**src/design/des_pkg.sv**
```systemverilog
// ----------------------------------------------------------------------------
// DES package
// Shared constants, types, permutation tables and S-box lookup for the DES
// block cipher.
// ----------------------------------------------------------------------------
package des_pkg;

    localparam int BLOCK_W      = 64;
    localparam int HALF_W       = 32;
    localparam int CD_W         = 28;
    localparam int SUBKEY_W     = 48;
    localparam int MAX_ROUNDS   = 16;
    localparam int ROUND_COUNT_DEF = 16;
    localparam int ROUND_IDX_W  = 4;

    localparam logic REQ_ENCRYPT = 1'b0;
    localparam logic REQ_DECRYPT = 1'b1;

    typedef logic [ROUND_IDX_W-1:0] round_idx_t;

    typedef enum logic [1:0] {
        ST_IDLE,
        ST_ROUND,
        ST_HOLD
    } ctrl_state_t;

    // controller to datapath
    typedef struct packed {
        logic       load;     // latch block after IP
        logic       round;    // perform one Feistel round
        logic       finish;   // produce result into output register
        round_idx_t key_idx;  // subkey used by this round
    } dp_cmd_t;

    // Output bit i takes input bit tab[i]-1.
    localparam byte TAB_IP [64] = '{
        58,50,42,34,26,18,10,2, 60,52,44,36,28,20,12,4,
        62,54,46,38,30,22,14,6, 64,56,48,40,32,24,16,8,
        57,49,41,33,25,17,9,1,  59,51,43,35,27,19,11,3,
        61,53,45,37,29,21,13,5, 63,55,47,39,31,23,15,7 };

    localparam byte TAB_IPINV [64] = '{
        40,8,48,16,56,24,64,32, 39,7,47,15,55,23,63,31,
        38,6,46,14,54,22,62,30, 37,5,45,13,53,21,61,29,
        36,4,44,12,52,20,60,28, 35,3,43,11,51,19,59,27,
        34,2,42,10,50,18,58,26, 33,1,41,9,49,17,57,25 };

    localparam byte TAB_E [48] = '{
        32,1,2,3,4,5, 4,5,6,7,8,9, 8,9,10,11,12,13, 12,13,14,15,16,17,
        16,17,18,19,20,21, 20,21,22,23,24,25, 24,25,26,27,28,29,
        28,29,30,31,32,1 };

    localparam byte TAB_P [32] = '{
        16,7,20,21,29,12,28,17, 1,15,23,26,5,18,31,10,
        2,8,24,14,32,27,3,9,    19,13,30,6,22,11,4,25 };

    localparam byte TAB_PC1 [56] = '{
        57,49,41,33,25,17,9, 1,58,50,42,34,26,18,
        10,2,59,51,43,35,27, 19,11,3,60,52,44,36,
        63,55,47,39,31,23,15, 7,62,54,46,38,30,22,
        14,6,61,53,45,37,29, 21,13,5,28,20,12,4 };

    localparam byte TAB_PC2 [48] = '{
        14,17,11,24,1,5, 3,28,15,6,21,10, 23,19,12,4,26,8,
        16,7,27,20,13,2, 41,52,31,37,47,55, 30,40,51,45,33,48,
        44,49,39,56,34,53, 46,42,50,36,29,32 };

    localparam byte TAB_SHIFT [16] = '{1,1,2,2,2,2,2,2,1,2,2,2,2,2,2,1};

    localparam byte TAB_SBOX [8][64] = '{
        '{14,4,13,1,2,15,11,8,3,10,6,12,5,9,0,7, 0,15,7,4,14,2,13,1,10,6,12,11,9,5,3,8,
          4,1,14,8,13,6,2,11,15,12,9,7,3,10,5,0, 15,12,8,2,4,9,1,7,5,11,3,14,10,0,6,13},
        '{15,1,8,14,6,11,3,4,9,7,2,13,12,0,5,10, 3,13,4,7,15,2,8,14,12,0,1,10,6,9,11,5,
          0,14,7,11,10,4,13,1,5,8,12,6,9,3,2,15, 13,8,10,1,3,15,4,2,11,6,7,12,0,5,14,9},
        '{10,0,9,14,6,3,15,5,1,13,12,7,11,4,2,8, 13,7,0,9,3,4,6,10,2,8,5,14,12,11,15,1,
          13,6,4,9,8,15,3,0,11,1,2,12,5,10,14,7, 1,10,13,0,6,9,8,7,4,15,14,3,11,5,2,12},
        '{7,13,14,3,0,6,9,10,1,2,8,5,11,12,4,15, 13,8,11,5,6,15,0,3,4,7,2,12,1,10,14,9,
          10,6,9,0,12,11,7,13,15,1,3,14,5,2,8,4, 3,15,0,6,10,1,13,8,9,4,5,11,12,7,2,14},
        '{2,12,4,1,7,10,11,6,8,5,3,15,13,0,14,9, 14,11,2,12,4,7,13,1,5,0,15,10,3,9,8,6,
          4,2,1,11,10,13,7,8,15,9,12,5,6,3,0,14, 11,8,12,7,1,14,2,13,6,15,0,9,10,4,5,3},
        '{12,1,10,15,9,2,6,8,0,13,3,4,14,7,5,11, 10,15,4,2,7,12,9,5,6,1,13,14,0,11,3,8,
          9,14,15,5,2,8,12,3,7,0,4,10,1,13,11,6, 4,3,2,12,9,5,15,10,11,14,1,7,6,0,8,13},
        '{4,11,2,14,15,0,8,13,3,12,9,7,5,10,6,1, 13,0,11,7,4,9,1,10,14,3,5,12,2,15,8,6,
          1,4,11,13,12,3,7,14,10,15,6,8,0,5,9,2, 6,11,13,8,1,4,10,7,9,5,0,15,14,2,3,12},
        '{13,2,8,4,6,15,11,1,10,9,3,14,5,0,12,7, 1,15,13,8,10,3,7,4,12,5,6,11,0,14,9,2,
          7,11,4,1,9,12,14,2,0,6,10,13,15,3,5,8, 2,1,14,7,4,10,8,13,15,12,9,0,3,5,6,11} };

    function automatic logic [BLOCK_W-1:0] perm_ip(input logic [BLOCK_W-1:0] v);
        logic [BLOCK_W-1:0] r;
        for (int i = 0; i < 64; i++) r[i] = v[TAB_IP[i]-1];
        return r;
    endfunction

    function automatic logic [BLOCK_W-1:0] perm_ipinv(input logic [BLOCK_W-1:0] v);
        logic [BLOCK_W-1:0] r;
        for (int i = 0; i < 64; i++) r[i] = v[TAB_IPINV[i]-1];
        return r;
    endfunction

    function automatic logic [2*CD_W-1:0] perm_pc1(input logic [BLOCK_W-1:0] v);
        logic [2*CD_W-1:0] r;
        for (int i = 0; i < 56; i++) r[i] = v[TAB_PC1[i]-1];
        return r;
    endfunction

    function automatic logic [SUBKEY_W-1:0] perm_pc2(input logic [2*CD_W-1:0] v);
        logic [SUBKEY_W-1:0] r;
        for (int i = 0; i < 48; i++) r[i] = v[TAB_PC2[i]-1];
        return r;
    endfunction

    // Left rotation in DES order: new bit j = old bit (j+s) mod 28.
    function automatic logic [CD_W-1:0] rot28(input logic [CD_W-1:0] h,
                                              input logic two);
        return two ? {h[1:0], h[CD_W-1:2]} : {h[0], h[CD_W-1:1]};
    endfunction

    function automatic logic [HALF_W-1:0] feistel(input logic [HALF_W-1:0] r,
                                                  input logic [SUBKEY_W-1:0] sk);
        logic [SUBKEY_W-1:0] x;
        logic [HALF_W-1:0]   s;
        logic [HALF_W-1:0]   p;
        logic [5:0]          b;
        logic [3:0]          v;
        for (int i = 0; i < 48; i++) x[i] = r[TAB_E[i]-1];
        x = x ^ sk;
        for (int g = 0; g < 8; g++) begin
            b = x[6*g +: 6];
            v = 4'(TAB_SBOX[g][{b[0], b[5], b[1], b[2], b[3], b[4]}]);
            for (int j = 0; j < 4; j++) s[4*g + j] = v[3-j];
        end
        for (int i = 0; i < 32; i++) p[i] = s[TAB_P[i]-1];
        return p;
    endfunction

endpackage

```
**src/design/des_keysched.sv**
```systemverilog
// ----------------------------------------------------------------------------
// DES key schedule
// Computes all sixteen subkeys from the key register after each key write.
// ----------------------------------------------------------------------------
module des_keysched (
    input  logic                          aclk,
    input  logic                          aresetn,
    input  logic                          key_we,
    input  logic [des_pkg::BLOCK_W-1:0]   key_data,
    input  des_pkg::round_idx_t           key_idx,
    output logic [des_pkg::SUBKEY_W-1:0]  subkey
);
    import des_pkg::*;

    logic [BLOCK_W-1:0] key_reg;
    logic [BLOCK_W-1:0] key_next;

    always_ff @(posedge aclk) begin
        if (!aresetn) begin
            key_reg <= '0;
        end else begin
            key_reg <= key_next;
        end
    end

    assign key_next = key_we ? key_data : key_reg;

    // The rotation chain is fixed wiring from the stored key.
    logic [2*CD_W-1:0] cd0;
    logic [CD_W-1:0]   c_r [MAX_ROUNDS];
    logic [CD_W-1:0]   d_r [MAX_ROUNDS];
    logic [SUBKEY_W-1:0] sk_r [MAX_ROUNDS];

    assign cd0 = perm_pc1(key_reg);

    always_comb begin
        for (int i = 0; i < MAX_ROUNDS; i++) begin
            if (i == 0) begin
                c_r[i] = rot28(cd0[CD_W-1:0], TAB_SHIFT[i] == 2);
                d_r[i] = rot28(cd0[2*CD_W-1:CD_W], TAB_SHIFT[i] == 2);
            end else begin
                c_r[i] = rot28(c_r[i-1], TAB_SHIFT[i] == 2);
                d_r[i] = rot28(d_r[i-1], TAB_SHIFT[i] == 2);
            end
            sk_r[i] = perm_pc2({d_r[i], c_r[i]});
        end
    end

    assign subkey = sk_r[key_idx];

endmodule

```
**src/design/des_datapath.sv**
```systemverilog
// ----------------------------------------------------------------------------
// DES datapath
// Holds the L/R halves, runs one Feistel round per cycle and keeps the
// output register.
// ----------------------------------------------------------------------------
module des_datapath (
    input  logic                          aclk,
    input  des_pkg::dp_cmd_t              cmd,
    input  logic [des_pkg::BLOCK_W-1:0]   in_block,
    input  logic [des_pkg::SUBKEY_W-1:0]  subkey,
    output logic [des_pkg::BLOCK_W-1:0]   out_block
);
    import des_pkg::*;

    logic [HALF_W-1:0]  l_reg, l_next, r_reg, r_next;
    logic [BLOCK_W-1:0] out_reg, out_next;
    logic [BLOCK_W-1:0] ip_val;

    assign ip_val = perm_ip(in_block);

    always_comb begin
        l_next   = l_reg;
        r_next   = r_reg;
        out_next = out_reg;
        if (cmd.load) begin
            l_next = ip_val[HALF_W-1:0];
            r_next = ip_val[BLOCK_W-1:HALF_W];
        end else if (cmd.round) begin
            l_next = r_reg;
            r_next = l_reg ^ feistel(r_reg, subkey);
        end
        if (cmd.finish) begin
            out_next = perm_ipinv({l_reg, r_reg});
        end
    end

    always_ff @(posedge aclk) begin
        l_reg   <= l_next;
        r_reg   <= r_next;
        out_reg <= out_next;
    end

    assign out_block = out_reg;

endmodule

```
**src/design/des_ctrl.sv**
```systemverilog
// ----------------------------------------------------------------------------
// DES controller
// Sequences load, rounds and result handoff.
// ----------------------------------------------------------------------------
module des_ctrl #(
    parameter int ROUND_COUNT = des_pkg::ROUND_COUNT_DEF
) (
    input  logic                 aclk,
    input  logic                 aresetn,
    input  logic                 s_valid,
    output logic                 s_ready,
    input  logic                 s_req_type,
    output logic                 m_valid,
    input  logic                 m_ready,
    output des_pkg::dp_cmd_t     cmd
);
    import des_pkg::*;

    localparam round_idx_t LAST = round_idx_t'(ROUND_COUNT - 1);

    ctrl_state_t state_reg, state_next;
    round_idx_t  cnt_reg, cnt_next;
    logic        dec_reg, dec_next;
    logic        mv_reg, mv_next;
    logic        s_xfer;

    assign s_xfer = s_valid && s_ready;

    always_ff @(posedge aclk) begin
        if (!aresetn) begin
            state_reg <= ST_IDLE;
            cnt_reg   <= '0;
            dec_reg   <= 1'b0;
            mv_reg    <= 1'b0;
        end else begin
            state_reg <= state_next;
            cnt_reg   <= cnt_next;
            dec_reg   <= dec_next;
            mv_reg    <= mv_next;
        end
    end

    always_comb begin
        state_next = state_reg;
        cnt_next   = cnt_reg;
        dec_next   = dec_reg;
        unique case (state_reg)
            ST_IDLE: begin
                if (s_xfer) begin
                    state_next = ST_ROUND;
                    cnt_next   = '0;
                    dec_next   = (s_req_type == REQ_DECRYPT);
                end
            end
            ST_ROUND: begin
                cnt_next = cnt_reg + 1'b1;
                if (cnt_reg == LAST) state_next = ST_HOLD;
            end
            ST_HOLD: begin
                // wait for the output register to be free
                if (!mv_reg || m_ready) state_next = ST_IDLE;
            end
            default: state_next = ST_IDLE;
        endcase
    end

    always_comb begin
        s_ready     = 1'b0;
        cmd.load    = 1'b0;
        cmd.round   = 1'b0;
        cmd.finish  = 1'b0;
        cmd.key_idx = dec_reg ? round_idx_t'(LAST - cnt_reg) : cnt_reg;
        mv_next     = mv_reg && !m_ready;
        unique case (state_reg)
            ST_IDLE: begin
                s_ready  = 1'b1;
                cmd.load = 1'b1;
            end
            ST_ROUND: cmd.round = 1'b1;
            ST_HOLD: begin
                if (!mv_reg || m_ready) begin
                    cmd.finish = 1'b1;
                    mv_next    = 1'b1;
                end
            end
            default: ;
        endcase
    end

    assign m_valid = mv_reg;

    a_round_end: assert property (@(posedge aclk) disable iff (!aresetn)
        (state_reg == ST_ROUND && cnt_reg == LAST) |=> state_reg == ST_HOLD)
        else $error("round count overrun");
    a_finish_valid: assert property (@(posedge aclk) disable iff (!aresetn)
        cmd.finish |=> mv_reg)
        else $error("finish did not raise valid");
    a_no_overwrite: assert property (@(posedge aclk) disable iff (!aresetn)
        cmd.finish |-> (!mv_reg || m_ready))
        else $error("result overwritten");
    a_accept_idle: assert property (@(posedge aclk) disable iff (!aresetn)
        s_xfer |-> state_reg == ST_IDLE)
        else $error("accept while busy");

endmodule

```
**src/design/des_block_cipher.sv**
```systemverilog
// ----------------------------------------------------------------------------
// DES block cipher
// Single-block DES engine, ECB, one Feistel round per clock.
//
//   channel  direction  signals
//   input    in         s_valid s_ready s_req_type s_data_block
//   result   out        m_valid m_ready m_result_block
//   key      in         cfg_we cfg_wdata
//
// An item is loaded with IP, then runs its rounds on the single shared round
// unit, then is written to the output register.
// The next item is accepted while the previous result waits in m_ outputs.
// Reset (aresetn, synchronous) clears control and loads the all-zero key.
// A stalled result holds the engine only in its final state, ST_HOLD.
// ----------------------------------------------------------------------------
module des_block_cipher #(
    parameter int ROUND_COUNT = des_pkg::ROUND_COUNT_DEF
) (
    input  logic                        aclk,
    input  logic                        aresetn,
    input  logic                        cfg_we,
    input  logic [des_pkg::BLOCK_W-1:0] cfg_wdata,
    input  logic                        s_valid,
    output logic                        s_ready,
    input  logic                        s_req_type,
    input  logic [des_pkg::BLOCK_W-1:0] s_data_block,
    output logic                        m_valid,
    input  logic                        m_ready,
    output logic [des_pkg::BLOCK_W-1:0] m_result_block
);
    import des_pkg::*;

    dp_cmd_t             cmd;
    logic [SUBKEY_W-1:0] subkey;

    des_ctrl #(.ROUND_COUNT(ROUND_COUNT)) u_ctrl (
        .aclk(aclk), .aresetn(aresetn),
        .s_valid(s_valid), .s_ready(s_ready), .s_req_type(s_req_type),
        .m_valid(m_valid), .m_ready(m_ready), .cmd(cmd));

    des_keysched u_keys (
        .aclk(aclk), .aresetn(aresetn),
        .key_we(cfg_we), .key_data(cfg_wdata),
        .key_idx(cmd.key_idx), .subkey(subkey));

    des_datapath u_dp (
        .aclk(aclk), .cmd(cmd), .in_block(s_data_block),
        .subkey(subkey), .out_block(m_result_block));

endmodule
```
**config.mk**
```make
export PLATFORM = sky130hd
export DESIGN_NAME = des_block_cipher
export DESIGN_NICKNAME = d
export VERILOG_FILES = /design/src/design/des_pkg.sv /design/src/design/des_keysched.sv /design/src/design/des_datapath.sv /design/src/design/des_ctrl.sv /design/src/design/des_block_cipher.sv
export SDC_FILE = /design/constraint.sdc
export NUM_CORES = 1
export LEC_CHECK = 0
export ABC_AREA = 0
export BUFFER_PORTS_ARGS = -buffer_cell sky130_fd_sc_hd__buf_2
export CORE_ASPECT_RATIO = 2
export CORE_MARGIN = 4
export CORE_UTILIZATION = 35
export CTS_CLUSTER_DIAMETER = 30
export DETAILED_ROUTE_END_ITERATION = 12
export HOLD_SLACK_MARGIN = 0.02
export PLACE_DENSITY = 0.61
export SLEW_MARGIN = 20
export SYNTH_ARGS = -nofsm -noshare
export SYNTH_HDL_FRONTEND = slang
export SYNTH_HIERARCHICAL = 1
export SYNTH_SLANG_ARGS = --single-unit
```
**constraint.sdc**
```tcl
create_clock -name aclk -period 4.2 [get_ports aclk]
set_input_delay 0.84 -clock aclk [delete_from_list [all_inputs] [get_ports aclk]]
set_output_delay 0.84 -clock aclk [all_outputs]
set_load 0.005 [all_outputs]
```
==> results.cfg <==
[setup_path]
critPathRequiredTime_ns = 4.43
startpoint_type = flop
setup.worst_path.class = flop to flop
cp-startpoint = u_ctrl/dec_reg
end_kind = flop
rr_startpoint = u_ctrl/dec_reg
worstPathArrival_ns = 4.48
reg2reg_slack_ns = -0.05
path_max_fanout = 11

[synth]
netlist_area_um2 = 17600
seq_area_frac_synth = 0.291
synth_nets = 2049
synth_flop_cell = edfxtp_1
synthCells = 1852
synth_warnings = 6
synth.ff_latch_count = 192
netlist-cell-type-count = 97
synthesized_area_per_cell_um2 = 9.51
ys_async_sr_fraction = 0
synth-edff-count = 128

[drt]
vias_per_instance = 5.80
ant_nets = 0
firstDrtPassIters = 5
routedWlPerCell_um = 24.5
drc = 0
route.final.wire_length_um = 74900
initialDrtViolationCount = 1271
vias = 17700

[floorplanning]
pin_count = 200
coreArea_um2 = 49900
dieArea_um2 = 54200
fp.dieH_um = 325
floorplan.initialDensity = 0.353
fp-row-count = 116
horizontal_extent_of_the_die_um = 167

[placement]
pre_cts_ws_ns = -0.194
gp_congestion = 0.994
place.detailed.hpwl_um = 59900
port_buffers = 191

[clock_tree]
worst_skew_pair.late_latency_ns = 0.49
ctsHoldBuffers = 0
tritoncts_clock_tree = built
inserted_clock_buffers = 17
path_clk_slew_ns = 0.08
cts.root.buffer_cell = clkbuf_16
clk_path_buf_depth = 2
htreeDepth = 4
tritoncts_num_sinks = 192

[pwr]
portion_of_total_power_attributed_to_the_clock_network = 0.114
power_switching_share = 0.450
power_leakage_nw = 9.86
power.total_mw = 15.5
p_comb_frac = 0.701
ir_drop_v = 0.000299
netSwitchingPower_mw = 6.96
pwr_density_cell_nw_per_um2 = 650
cell_internal_pwr_mw = 8.53
p_seq_frac = 0.185

[worst_hold_path]
hold_path_class = flop to flop
source_of_the_worst_hold_timing_path = u_dp/l_reg[17]

[global_routing]
first_pass_grt_wire_length_um = 111000
antenna_found_initial = 1
grtUsageTotal = 0.265
grt_start_max_net_pins = 67
grt_pass1_vias = 18200
residual_overflow_from_global_routing = 0

[finish]
most-common-layout-cells = buf_4, buf_2, nand2_1
final_layout_size_suffix_gt1_frac = 0.396
final_net_count = 2586
max_reg_flops = 64
finish.utilization = 0.477
syn2layout_area_growth_pct = 35.2
mostFrequentLayoutCell = buf_4
antenna_cells = 0

[timing]
final_critical_path_setup_slack_ns = -0.0542
skew_ns = 0.0227
finalCritPeriodShare = 1.01
timing_max_transition_violations_final = 0
max_clock_freq_ghz = 0.235
worst_slew_margin_rel = 0.319
finalSetupViolations = 2
fin_hold_ws_ns = 0.468
finalHoldViolCount = 0
rsz_0062_raised_after_global_routing = yes
timing_worst_slew_pin_value_ns = 1.01
layout_min_cycle_time_ns = 4.25

[job]
cap_violations = 0

[status]
run_status = complete, but fails checks
failed_checks = setup timing
==> Yosys cell counts, types with 7 or more instances <==
cell	count	area share
a2111oi_0	12	0.0060
a211oi_1	10	0.0043
a21oi_1	85	0.024
a22oi_1	25	0.011
a311oi_1	13	0.0065
a31oi_1	24	0.0085
a32oi_1	22	0.011
and2_1	13	0.0046
and3_1	13	0.0046
buf_2	48	0.014
buf_4	13	0.0055
buf_6	12	0.0077
clkbuf_1	50	0.011
dfxtp_1	64	0.073
edfxtp_1	128	0.22
ha_1	63	0.045
inv_1	57	0.012
inv_2	9	0.0019
mux2_2	46	0.029
mux2i_1	175	0.099
mux4_1	7	0.010
mux4_2	51	0.065
nand2_1	193	0.041
nand2b_1	39	0.014
nand3_1	85	0.024
nand4_1	14	0.0050
nor2_1	77	0.016
nor2b_1	69	0.025
nor3_1	25	0.0071
nor4_1	8	0.0028
o2111ai_1	9	0.0045
o211ai_1	39	0.017
o21ai_0	49	0.014
o21ai_1	15	0.0043
o221ai_1	15	0.0075
o22ai_1	14	0.0050
o311ai_1	9	0.0045
o31ai_1	11	0.0047
or3_1	13	0.0046
xnor2_1	49	0.024
xor2_1	47	0.023
==> cells by family (layout without fill, tap and decap cells) <==
group                    Yosys count  count (layout)  synth area share
flip-flops                       192             192             0.291
multiplexers                     290             290             0.213
AO/OA/AOI/OAI                    425             425             0.171
AND/OR/NAND/NOR                  567             567             0.157
XOR/XNOR                         110             110            0.0623
adder cells (fa/ha/maj)           63              63            0.0447
buffers and inverters            205             755            0.0611
==> final timing paths <==
check	end	cells after the start
max	u_dp/r_reg[29]	18
min	u_dp/out_block[52]	0
max reg2reg	u_dp/r_reg[29]	18
min reg2reg	u_dp/out_block[52]	0
==> metal layers <==
layer	wire length, um	global-route usage	vias up	share of wire
li1	-	-	8064	-
met1	25700	0.268	8606	0.34
met2	39300	0.486	748	0.52
met3	2960	0.0339	280	0.040
met4	6900	0.202	0	0.092
met5	0	0	-	0
==> stage by stage <==
stage,TNS [ns],instance area (um2),cells
after CTS,0,23000,3029
after global placement,-1.75,22100,2989
final,-0.0702,23800,3051
after detailed placement,-1.75,22100,2989
after global routing,-1.37,23800,3051
after floorplan,0,17700,1852
==> layout make-up <==
cell class	count	area (um2)
clock inverter	15	175
tap	649	812
clock buffer	17	425
inverter	69	264
fill	4824	26100
timing repair buffer	654	4740
multi-input combinational	1455	12300
sequential	192	5130
==> worst max-delay path: stages (launching register included) <==
cell and delay (ns):
dfxtp_2 0.36, buf_12 0.14, xor2_4 0.18, buf_4 0.15
buf_12 0.16, buf_6 0.16, mux2i_4 0.25, mux2i_2 0.12
a32oi_1 0.18, o211ai_1 0.19, xor2_2 0.22, inv_1 0.12
buf_4 0.13, ha_1 0.13, inv_1 0.07, mux4_2 0.45
mux4_2 0.54, xnor2_1 0.15, mux2_2 0.27
==> power groups by stage <==
stage / Clock (mW) / Sequential [mW] / Combinational (mW)
finish: 1.76 / 2.86 / 10.9
global route: 1.87 / 2.89 / 11.7
CTS: 1.81 / 2.85 / 10.2
detailed placement: 0 / 2.88 / 10.0
global placement: 0 / 2.88 / 9.89
floorplan: 0 / 2.56 / 6.13
==> timing repair <==
| action | CTS | global route |
|---|---|---|
| pin swaps | 7 | 26 |
| resized for setup | 40 | 124 |
| setup endpoints to repair | 22 | 29 |
| endpoints found under the hold margin | 0 | 0 |
| cloned | 0 | 1 |
| buffers inserted | 8 | 21 |
(Power assumes the default switching activity.)
